[config.mk]
export PLATFORM = sky130hd
export DESIGN_NAME = nct_ctrl
export DESIGN_NICKNAME = d
export VERILOG_FILES = /design/src/rtl/core/nct_pkg.sv /design/src/rtl/core/nct_ctrl.sv
export SDC_FILE = /design/constraint.sdc
export NUM_CORES = 1
export LEC_CHECK = 0
export BUFFER_PORTS_ARGS = -buffer_cell sky130_fd_sc_hd__buf_2
export CORE_UTILIZATION = 43
export CTS_BUF_LIST = sky130_fd_sc_hd__clkbuf_8
export DETAILED_ROUTE_END_ITERATION = 16
export GPL_ROUTABILITY_DRIVEN = 0
export PLACE_DENSITY_LB_ADDON = 0.25
export SLEW_MARGIN = 20
export SYNTH_ARGS = -nofsm -noshare
export SYNTH_HDL_FRONTEND = slang
export SYNTH_SLANG_ARGS = --single-unit
[constraint.sdc]
create_clock -name clk_i -period 2.1 [get_ports clk_i]
set_clock_uncertainty 0.2 [all_clocks]
set_input_delay 0.315 -clock clk_i [delete_from_list [all_inputs] [get_ports clk_i]]
set_output_delay 0.315 -clock clk_i [all_outputs]
set_load 0.03 [all_outputs]
[src/rtl/core/nct_pkg.sv]
// ----------------------------------------------------------------------------
// nct_pkg: shared types and constants for the neighbor cache table
// Operation and status codes, reachability states, and the command and
// status structs passed between the controller and the datapath.
// ----------------------------------------------------------------------------
package nct_pkg;

  localparam int ENTRY_COUNT = 16;
  localparam int IDX_W       = (ENTRY_COUNT > 1) ? $clog2(ENTRY_COUNT) : 1;

  typedef enum logic [2:0] {
    OP_LOOKUP     = 3'd0,
    OP_ADD        = 3'd1,
    OP_ADD_MAC    = 3'd2,
    OP_ADD_ROUTER = 3'd3,
    OP_REMOVE     = 3'd4,
    OP_INVAL_IF   = 3'd5,
    OP_INVAL_ALL  = 3'd6
  } op_e;

  typedef enum logic [1:0] {
    ST_OK        = 2'd0,
    ST_NOT_FOUND = 2'd1,
    ST_DUP       = 2'd2,
    ST_FULL      = 2'd3
  } status_e;

  localparam logic [2:0] REACH_INCOMPLETE = 3'd0;
  localparam logic [2:0] REACH_STALE      = 3'd2;
  localparam logic [2:0] REACH_PROBE      = 3'd4;

  // flag bits of a slot
  localparam int FLAG_ROUTER = 0;
  localparam int FLAG_HOME   = 1;
  localparam int FLAG_RING   = 2;

  typedef enum logic [1:0] {
    CAP_NONE  = 2'd0,
    CAP_FOUND = 2'd1,
    CAP_NEW   = 2'd2
  } cap_e;

  typedef struct packed {
    logic    load;
    logic    scan;
    logic    clear_all;
    logic    write_new;
    logic    read_tail;
    logic    link;
    logic    unlink;
    logic    capture;
    cap_e    cap;
    status_e status;
    logic    publish;
  } cmd_t;

  typedef struct packed {
    logic [2:0] op;
    logic       found;
    logic       free_ok;
    logic       head_ok;
    logic       scan_last;
  } dp_stat_t;

endpackage

[src/rtl/core/nct_ctrl.sv]
// ----------------------------------------------------------------------------
// nct_ctrl: neighbor cache table controller
// Sequences scan, execute, ring update and publish for one transaction.
// ----------------------------------------------------------------------------
module nct_ctrl (
  input  logic               clk_i,
  input  logic               rst_ni,
  input  logic               in_valid_i,
  output logic               in_stall_o,
  output logic               out_valid_o,
  input  logic               out_stall_i,
  input  nct_pkg::dp_stat_t  stat_i,
  output nct_pkg::cmd_t      cmd_o
);
  import nct_pkg::*;

  typedef enum logic [6:0] {
    S_IDLE   = 7'b0000001,
    S_SCAN   = 7'b0000010,
    S_EXEC   = 7'b0000100,
    S_TAIL   = 7'b0001000,
    S_LINK   = 7'b0010000,
    S_UNLINK = 7'b0100000,
    S_FIN    = 7'b1000000
  } state_e;

  state_e state_q, state_d;
  logic   out_valid_q, out_valid_d;
  logic   out_free;

  assign in_stall_o  = (state_q != S_IDLE);
  assign out_valid_o = out_valid_q;
  assign out_free    = !out_valid_q || !out_stall_i;

  always_comb begin
    cmd_o   = '0;
    state_d = state_q;
    case (state_q)
      S_IDLE: begin
        if (in_valid_i) begin
          cmd_o.load = 1'b1;
          state_d    = S_SCAN;
        end
      end
      S_SCAN: begin
        cmd_o.scan = 1'b1;
        if (stat_i.scan_last) begin
          state_d = S_EXEC;
        end
      end
      S_EXEC: begin
        cmd_o.capture = 1'b1;
        cmd_o.cap     = CAP_NONE;
        cmd_o.status  = ST_OK;
        state_d       = S_FIN;
        case (stat_i.op)
          OP_LOOKUP: begin
            if (stat_i.found) begin
              cmd_o.cap = CAP_FOUND;
            end else begin
              cmd_o.status = ST_NOT_FOUND;
            end
          end
          OP_ADD, OP_ADD_MAC, OP_ADD_ROUTER: begin
            if (stat_i.found) begin
              cmd_o.cap    = CAP_FOUND;
              cmd_o.status = ST_DUP;
            end else if (!stat_i.free_ok) begin
              cmd_o.status = ST_FULL;
            end else begin
              cmd_o.cap       = CAP_NEW;
              cmd_o.write_new = 1'b1;
              if (stat_i.op == OP_ADD_ROUTER) begin
                state_d = stat_i.head_ok ? S_TAIL : S_LINK;
              end
            end
          end
          OP_REMOVE: begin
            if (stat_i.found) begin
              // report the entry as it was, then unlink and clear it
              cmd_o.cap = CAP_FOUND;
              state_d   = S_UNLINK;
            end else begin
              cmd_o.status = ST_NOT_FOUND;
            end
          end
          OP_INVAL_ALL: begin
            cmd_o.clear_all = 1'b1;
          end
          default: begin
          end
        endcase
      end
      S_TAIL: begin
        cmd_o.read_tail = 1'b1;
        state_d         = S_LINK;
      end
      S_LINK: begin
        cmd_o.link = 1'b1;
        state_d    = S_FIN;
      end
      S_UNLINK: begin
        cmd_o.unlink = 1'b1;
        state_d      = S_FIN;
      end
      S_FIN: begin
        if (out_free) begin
          cmd_o.publish = 1'b1;
          state_d       = S_IDLE;
        end
      end
      default: begin
        state_d = S_IDLE;
      end
    endcase
  end

  always_comb begin
    out_valid_d = out_valid_q;
    if (out_valid_q && !out_stall_i) begin
      out_valid_d = 1'b0;
    end
    if (cmd_o.publish) begin
      out_valid_d = 1'b1;
    end
  end

  always_ff @(posedge clk_i or negedge rst_ni) begin
    if (!rst_ni) begin
      state_q     <= S_IDLE;
      out_valid_q <= 1'b0;
    end else begin
      state_q     <= state_d;
      out_valid_q <= out_valid_d;
    end
  end

endmodule

==> flow_summary.yaml, run 1 <==
routing:
  totalWireLength_microns: 1970
  drc: 2
  drtIter0Drc: 10
  viasPerCell: 5.58
  vias: 742
  ant_nets: 0
  drt_pre_antenna_iters: 11
  routedWlPerCell_microns: 14.8
power:
  clock_power_share_pct: 17.9
  finalPower_w: 0.00110
  peakVddDrop_mv: 0.612
  p_comb_share_pct: 58.5
  swShare_pct: 41.0
  p_per_area_nw_per_um2: 991
  switchingPower_w: 0.000452
  power_frac_seq_pct: 23.5
  p_leak_nw: 0.531
  p_int_w: 0.000649
cells_and_area:
  final_nets: 130
  final_area_sq_um: 1110
  diodes: 0
  syn2layout_area_growth_pct: 87.7
  drive_above_1_share_pct: 59.3
hold_path:
  hp-class: "in2reg"
  hold_start: "stat_i[1]"
  holdPathStages: 2
  holdPathEnd: "state_q[4]$_DFFE_PN0P_"
logic_synthesis:
  synth_seq_area_share_pct: 34.0
  yosys.cell_count.top_type: "nor2_1"
  synthFlopType: "dfrtp_1"
  syn-cell-area_sq_um: 592
  synth_fp_nets: 84
  yosys.cell_types.count: 30
  synth_top_cell_area_share_pct: 29.6
  synth_cells: 73
  synthArstFlopShare_pct: 100
  synth.area.top_cells: "dfrtp_1 30%, nor2_1 7.0%, dfstp_2 4.4%"
  synth_commonest_cells: "11 x nor2_1, 7 x dfrtp_1, 7 x nand2_1"
  yosysWarnings: 0
  syn_area_per_cell_sq_um: 8.11
  synth_edf_count: 0
  ys_ff_latch: 8
  synth_area_leader_cell: "dfrtp_1"
clock_tree:
  clockRootBuffer: "clkbuf_8"
  cts.sinks: 8
  numCtsBuffers: 3
  insertion_delay_ns: 0.24
  cts_tree: "built"
  h-tree-depth: 1
  clk_pin_slew_ns: 0.05
  cts_buffer_depth: 2
worst_setup_path:
  r2r-start: "state_q[1]$_DFFE_PN0P_"
  required_ns: 1.58
  arrival_ns: 1.72
  worst_setup_path_start_kind: "register"
  crit_type: "reg2out"
  r2r-end: "state_q[0]$_DFFE_PN1P_"
  reg2reg_depth: 5
  critPathCaptureType: "primary output"
  r2r_setup_slack_ns: -0.02
  crit_fanout: 4
global_routing:
  track_usage_pct: 25.1
  grt_pass1_vias: 628
  antenna_found_initial: 0
  grt_max_degree: 10
  grt_pass1_wl_microns: 2540
  grt_overflow: 0
sta:
  max_freq_mhz: 448
  relSlewSlack_pct: 68.6
  slew_violations: 0
  rsz0062_at_grt: "true"
  fin_crit_ns: 2.23
  finalSetupViolations: 8
  setup_ws_ns: -0.131
  hold_violations: 0
  tightest_slew_ns: 0.469
  fin_crit_sh_pct: 106
floorplanning:
  dieArea_sq_um: 1530
  io_pins: 26
  coreArea_sq_um: 1280
  start_util_pct: 46.1
  die_y_microns: 39.1
  row_count: 13
  fp.dieW_microns: 39.1
outcome:
  status: "finished with violations"
  violations: "design-rule violations, negative setup slack"
place:
  dp_slack_ns: 0.0284
  port_buffers: 25
  dp.final_hpwl_microns: 1160
  dpl_cell_area_sq_um: 863
job:
  maxCapViolCount: 0
-- logic make-up (layout without fill, tap and decap cells) --
logic type,Yosys count,in the layout,share of synthesized area [%]
adder cells (fa/ha/maj),1,1,1.90
AND/OR/NAND/NOR,45,45,41.2
flip-flops,8,8,34.0
AO/OA/AOI/OAI,11,11,14.0
buffers and inverters,6,51,5.07
multiplexers,2,2,3.81
-- state kept, by name, indices dropped and copies added (netlist names) --
signal,flops
state_q,7
out_valid_o,1
-- power by group through the flow --
stage / clock network [W] / registers [W] / logic [W]
finish: 0.000198 / 0.000259 / 0.000644
global route: 0.000209 / 0.000264 / 0.000688
CTS: 0.000196 / 0.000251 / 0.000445
detailed placement: 0 / 0.000235 / 0.000412
global placement: 0 / 0.000232 / 0.000407
floorplan: 0 / 0.000235 / 0.000283
-- through the flow --
stage	std cells	hold slack, ns	utilization, %	TNS, ns
finish	133	0.0803	86.5	-0.574
global route	133	0.0870	86.5	-1.12
CTS	129	0.0852	77.3	-0.371
detailed placement	121	-0.0325	67.2	0
global placement	121	-0.0350	67.2	0
floorplan	73	-0.181	-	0
-- cell usage in the layout (no fill, tap or decap), types with 2 or more instances in the layout --
| cell type | n |
|---|---|
| nor3_2 | 2 |
| dfrtp_1 | 6 |
| nor4_4 | 2 |
| and3_1 | 4 |
| buf_6 | 10 |
| mux2_2 | 2 |
| buf_4 | 19 |
| nor2b_1 | 2 |
| inv_1 | 4 |
| nand2b_1 | 3 |
| buf_2 | 13 |
| clkbuf_8 | 3 |
| nor2_1 | 9 |
| nand2_1 | 6 |
-- how the worst max path moves through the flow --
stage | from | endpoint | cells past startpoint
floorplan | state_q[3]$_DFFE_PN0P_ | state_q[0]$_DFFE_PN1P_ | 4
global placement | state_q[3]$_DFFE_PN0P_ | state_q[0]$_DFFE_PN1P_ | 4
detailed placement | state_q[3]$_DFFE_PN0P_ | state_q[0]$_DFFE_PN1P_ | 4
CTS | state_q[4]$_DFFE_PN0P_ | cmd_o[2] | 5
global route | state_q[3]$_DFFE_PN0P_ | cmd_o[2] | 6
finish | state_q[3]$_DFFE_PN0P_ | cmd_o[2] | 6
-- per-layer routing --
metal	vias up	track usage (%)	wire [microns]
met3	4	6.94	78
met5	-	0	0
met1	356	26.9	764
met2	31	46.7	1080
li1	351	-	-
met4	0	7.76	39
-- what timing repair did --
item	CTS	global route
endpoints found under the hold margin	8	0
buffers inserted	3	5
endpoints found under the setup margin	9	13
resized for setup	14	28
pin swaps	2	6
hold buffers	1	0
-- area by class of cell --
cell class	instances	area, sq um
Sequential cell	8	203
Multi-Input combinational cell	59	499
Clock inverter	1	3.75
Timing Repair Buffer	43	330
Inverter	4	15.0
Tap cell	15	18.8
Fill cell	64	174
Clock buffer	3	41.3
-- critical path: stages (launching register included) --
cell,delay [ns]
dfrtp_1,0.41
buf_6,0.14
nor4_4,0.23
nand3_4,0.14
buf_4,0.17
a2111oi_4,0.18
buf_4,0.21
No activity file was read; power rests on OpenSTA's default activity.
==> inputs of run 2 (changes only) <==
CORE_AREA = 2 2 39 41   (was unset)
CORE_UTILIZATION = unset   (was 43)
DIE_AREA = 0 0 41 43   (was unset)
clock period = 2.3 ns   (was 2.1 ns; I/O delays follow)
==> run 2 against run 1 <==
Compared with the run above:
- the run now ends clean
- highest routed layer unchanged
- combinational power shrank 45%
- critical path depth fell by 2
- sequential share of layout area increased by 4.7 points
- clock-buffer cell count stayed put
- via count fell by 8.6%
- critical endpoint unchanged
==> flow_summary.yaml, run 2 (synthesis results as in run 1) <==
power:
  p_per_area_nw_per_um2: 847
  peakVddDrop_mv: 0.622
  p_leak_nw: 0.454
place:
  port_buffers: 25
  dpl_cell_area_sq_um: 778
  dp.final_hpwl_microns: 1260
  dp_slack_ns: 0.149
global_routing:
  antenna_found_initial: 0
  grt_max_degree: 10
  track_usage_pct: 21.5
  grt_pass1_wl_microns: 2550
  grt_pass1_vias: 654
  grt_overflow: 0
cells_and_area:
  diodes: 0
  final_nets: 120
  largest_register: "state_q"
  final_area_sq_um: 877
  final_util_pct: 63.4
  drive_above_1_share_pct: 42.6
  largest_reg_flops: 7
  layout_commonest_cell: "buf_2"
  syn2layout_area_growth_pct: 48.2
  final_cell_mix: "20 x buf_2, 12 x buf_4, 11 x nor2_1"
worst_setup_path:
  r2r_setup_slack_ns: 0.12
  reg2reg_depth: 4
  required_ns: 1.75
  worst_setup_path_start_kind: "register"
  arrival_ns: 1.70
  r2r-end: "state_q[0]$_DFFE_PN1P_"
  crit_type: "reg2out"
  critPathCaptureType: "primary output"
  r2r-start: "state_q[3]$_DFFE_PN0P_"
  crit_fanout: 3
hold_path:
  holdPathStages: 2
  hp-class: "in2reg"
  holdPathEnd: "state_q[4]$_DFFE_PN0P_"
  hold_start: "stat_i[1]"
sta:
  hold_violations: 0
  rsz0062_at_grt: "true"
  tightest_slew_ns: 0.402
  relSlewSlack_pct: 73.1
  max_freq_mhz: 445
  fin_crit_ns: 2.25
  slew_violations: 0
  finalSetupViolations: 0
  setup_ws_ns: 0.0520
  fin_crit_sh_pct: 97.7
clock_tree:
  cts.sinks: 8
  numCtsBuffers: 3
  clk_pin_slew_ns: 0.04
  cts_tree: "built"
  h-tree-depth: 1
  cts_buffer_depth: 2
  clockRootBuffer: "clkbuf_8"
  insertion_delay_ns: 0.23
floorplanning:
  die_y_microns: 43
  fp.dieW_microns: 41
  io_pins: 26
  dieArea_sq_um: 1760
  row_count: 14
  start_util_pct: 42.8
  coreArea_sq_um: 1380
routing:
  viasPerCell: 5.47
  routedWlPerCell_microns: 12.7
  drtIter0Drc: 6
  vias: 678
  ant_nets: 0
  drt_pre_antenna_iters: 3
  drc: 0
  totalWireLength_microns: 1580
job:
  maxCapViolCount: 0
outcome:
  status: "finished, final reports clean"
==> run 2: power breakdown <==
| group | leakage (nW) | internal [W] | switching [W] |
|---|---|---|---|
| sequential | 0.107 | 0.000175 | 0.0000433 |
| clock | 0.0269 | 0.000115 | 0.0000548 |
| combinational | 0.320 | 0.000150 | 0.000204 |
==> run 2: per-layer routing <==
layer	vias to the layer above	part of all wire [%]	track usage, %
li1	333	-	-
met1	321	39	22.6
met2	20	54	37.5
met3	4	3.6	3.14
met4	0	2.7	12.0
met5	-	0	0
==> run 2: cell type report <==
class | instances | area [sq um]
well taps | 16 | 20.0
repair buffers | 33 | 200
inverters | 4 | 15.0
fillers | 126 | 507
clock buffers | 3 | 41.3
flip-flops and latches | 8 | 201
multi-input cells | 59 | 395
clock inverters | 1 | 3.75
==> run 2: worst max-delay path by stage <==
stage / cells after the start / slack (ns) / end / from
floorplan: 3 / -0.13 / cmd_o[2] / state_q[4]$_DFFE_PN0P_
global placement: 4 / 0.16 / cmd_o[2] / state_q[4]$_DFFE_PN0P_
detailed placement: 4 / 0.15 / cmd_o[2] / state_q[4]$_DFFE_PN0P_
CTS: 6 / 0.02 / cmd_o[10] / state_q[4]$_DFFE_PN0P_
global route: 6 / -0.03 / cmd_o[10] / state_q[6]$_DFFE_PN0P_
finish: 4 / 0.05 / cmd_o[2] / state_q[6]$_DFFE_PN0P_
==> run 2: timing repair <==
item | 4_1_cts | 5_1_grt
endpoints found under the setup margin | 5 | 6
resized for setup | 1 | 11
endpoints found under the hold margin | 8 | 0
pin swaps | 1 | 2
buffers inserted | 1 | 0
hold buffers | 1 | 0
==> run 2: critical path: stages (launching register included) <==
cell	delay [ns]
dfrtp_1	0.38
nor4_2	0.31
nand3_1	0.18
a2111oi_2	0.38
buf_4	0.22
==> run 2: per-stage QoR <==
stage,setup TNS [ns],std cells,total power (W),hold WS [ns]
floorplan,-0.340,73,0.000456,-0.151
global placement,0,118,0.000549,-0.0101
detailed placement,0,118,0.000559,-0.00744
CTS,0,124,0.000737,0.110
global route,-0.108,124,0.000793,0.114
finish,0,124,0.000743,0.112
==> inputs of run 3 (changes only) <==
CORE_AREA = unset   (was 2 2 39 41)
CORE_UTILIZATION = 45   (was unset)
CTS_BUF_LIST = unset   (was sky130_fd_sc_hd__clkbuf_8)
DIE_AREA = unset   (was 0 0 41 43)
==> run 3 against run 2 <==
Compared with the run above:
- power decreased by 1.1%
- worst setup slack worse by 0.0021 ns
- final cell count unchanged
- worst hold slack worse by 0.040 ns
- critical path depth up 1
- utilization up 16 points
- critical path type unchanged
==> flow_summary.yaml, run 3 (synthesis results as in run 1) <==
outcome:
  status: "finished, final reports clean"
cells_and_area:
  largest_register: "state_q"
  seq_area_sq_um: 201
  final_area_sq_um: 930
  final_cell_count_no_fill: 124
  layout_commonest_cell: "buf_2"
  final_nets: 122
  drive_above_1_share_pct: 46.4
  diodes: 0
  syn2layout_area_growth_pct: 57.1
  nFillCells: 75
  final_cell_mix: "19 x buf_2, 12 x buf_4, 11 x nor2_1"
  multi_input_area_sq_um: 440
  largest_reg_flops: 7
clock_tree:
  clockRootBuffer: "clkbuf_4"
  clk_pin_slew_ns: 0.06
  numCtsBuffers: 3
  cts.sinks: 8
  cts_tree: "built"
  cts_buffer_depth: 2
  h-tree-depth: 1
  insertion_delay_ns: 0.26
routing:
  totalWireLength_microns: 1680
  drt_pre_antenna_iters: 4
  drtIter0Drc: 6
  viasPerCell: 5.56
  vias: 689
  ant_nets: 0
  routedWlPerCell_microns: 13.6
  drc: 0
sta:
  max_freq_mhz: 444
  fin_crit_ns: 2.25
  tightest_slew_ns: 0.494
  setup_ws_ns: 0.0499
  hold_violations: 0
  fin_crit_sh_pct: 97.8
  finalHoldWorstSlack_ns: 0.0723
  slew_violations: 0
  relSlewSlack_pct: 67.0
  finalSetupViolations: 0
  rsz0062_at_grt: "true"
global_routing:
  grt_pass1_wl_microns: 2550
  track_usage_pct: 26.0
  grt_pass1_vias: 599
  grt_overflow: 0
  antenna_found_initial: 0
  grt_max_degree: 10
worst_setup_path:
  crit_top_cell: "buf_4"
  crit_family: "simple AND/OR/NAND/NOR gates"
  critPathCaptureType: "primary output"
  cpPeakStageDelay_ns: 0.42
  slowest_stage: "dfrtp_1"
  required_ns: 1.75
  arrival_ns: 1.71
  crit_buf_inv: 2
  crit_type: "reg2out"
  worst_setup_path_start_kind: "register"
  path_cells: "nor4_4, nand3_2, buf_4, a2111oi_4, buf_4"
  crit_fanout: 4
power:
  p_leak_nw: 0.466
  peakVddDrop_mv: 0.480
  p_per_area_nw_per_um2: 790
  finalPower_w: 0.000734
floorplanning:
  start_util_pct: 50.5
  coreArea_sq_um: 1170
  die_y_microns: 38.3
  dieArea_sq_um: 1460
  row_count: 12
  io_pins: 26
  fp.dieW_microns: 38.3
place:
  dpl.cell_count: 117
  dp_slack_ns: 0.193
  dp.final_hpwl_microns: 1240
  dpl_cell_area_sq_um: 783
  port_buffers: 25
job:
  maxCapViolCount: 0
hold_path:
  hp-class: "in2reg"
[run 3: cell types whose count changed in the layout (fill, tap and decap cells not counted), moves of 2 or more]
cell	before	now
clkbuf_4	0	3
nor4_2	2	0
clkbuf_8	3	0
buf_6	0	3
nor4_4	0	2
nand3_1	3	1
nand3_2	0	2
[run 3: routing by layer]
metal	global-route usage [%]	share of wire (%)	vias to the layer above	wire, microns
li1	-	-	342	-
met1	27.7	41	313	682
met2	47.0	53	30	894
met3	8.14	4.8	4	81
met4	9.82	1.5	0	25
met5	0	0	-	0
[run 3: cell type report]
| cell class | count | area share, % |
|---|---|---|
| inverters | 4 | 1.62 |
| flip-flops and latches | 8 | 21.7 |
| repair buffers | 35 | 24.6 |
| multi-input cells | 59 | 47.4 |
| clock buffers | 4 | 2.83 |
| well taps | 14 | 1.88 |
[run 3: where the power goes]
| group | total (W) | leakage, nW | internal [W] | switching [W] |
|---|---|---|---|---|
| Combinational | 0.000381 | 0.344 | 0.000165 | 0.000216 |
| Clock | 0.000121 | 0.0150 | 0.0000668 | 0.0000544 |
| Sequential | 0.000232 | 0.107 | 0.000174 | 0.0000574 |
| Total | 0.000734 | 0.466 | 0.000406 | 0.000328 |
[run 3: worst paths after layout]
kind,cells past startpoint,start,slack [ns],end
worst max register to register,4,state_q[3]$_DFFE_PN0P_,0.16,state_q[0]$_DFFE_PN1P_
worst min-delay path,2,stat_i[1],0.07,state_q[4]$_DFFE_PN0P_
worst max-delay path,5,state_q[3]$_DFFE_PN0P_,0.05,cmd_o[2]
min in group asynchronous,2,rst_ni,0.26,out_valid_o$_DFFE_PN0P_
max in group asynchronous,2,rst_ni,1.40,state_q[0]$_DFFE_PN1P_
worst min register to register,2,out_valid_o$_DFFE_PN0P_,0.36,out_valid_o$_DFFE_PN0P_
[run 3: repair_timing]
action / 4_1_cts / 5_1_grt
resized for setup: 5 / 17
buffers inserted: 0 / 2
setup endpoints to repair: 6 / 9
hold buffers: 1 / 0
pin swaps: 1 / 4
hold endpoints to repair: 8 / 0
[run 3: worst register-to-register path, stage by stage, from the launching register on]
cell	delay, ns
dfrtp_1	0.42
or4_1	0.54
maj3_2	0.32
a311o_1	0.32
mux2_2	0.27
[run 3: per-stage QoR]
step	utilization [%]	setup TNS, ns
3_5_place_dp	66.9	0
4_1_cts	72.4	0
6_report	79.4	0
3_3_place_gp	66.9	0
2_1_floorplan	-	-0.340
5_1_grt	79.4	-0.0446
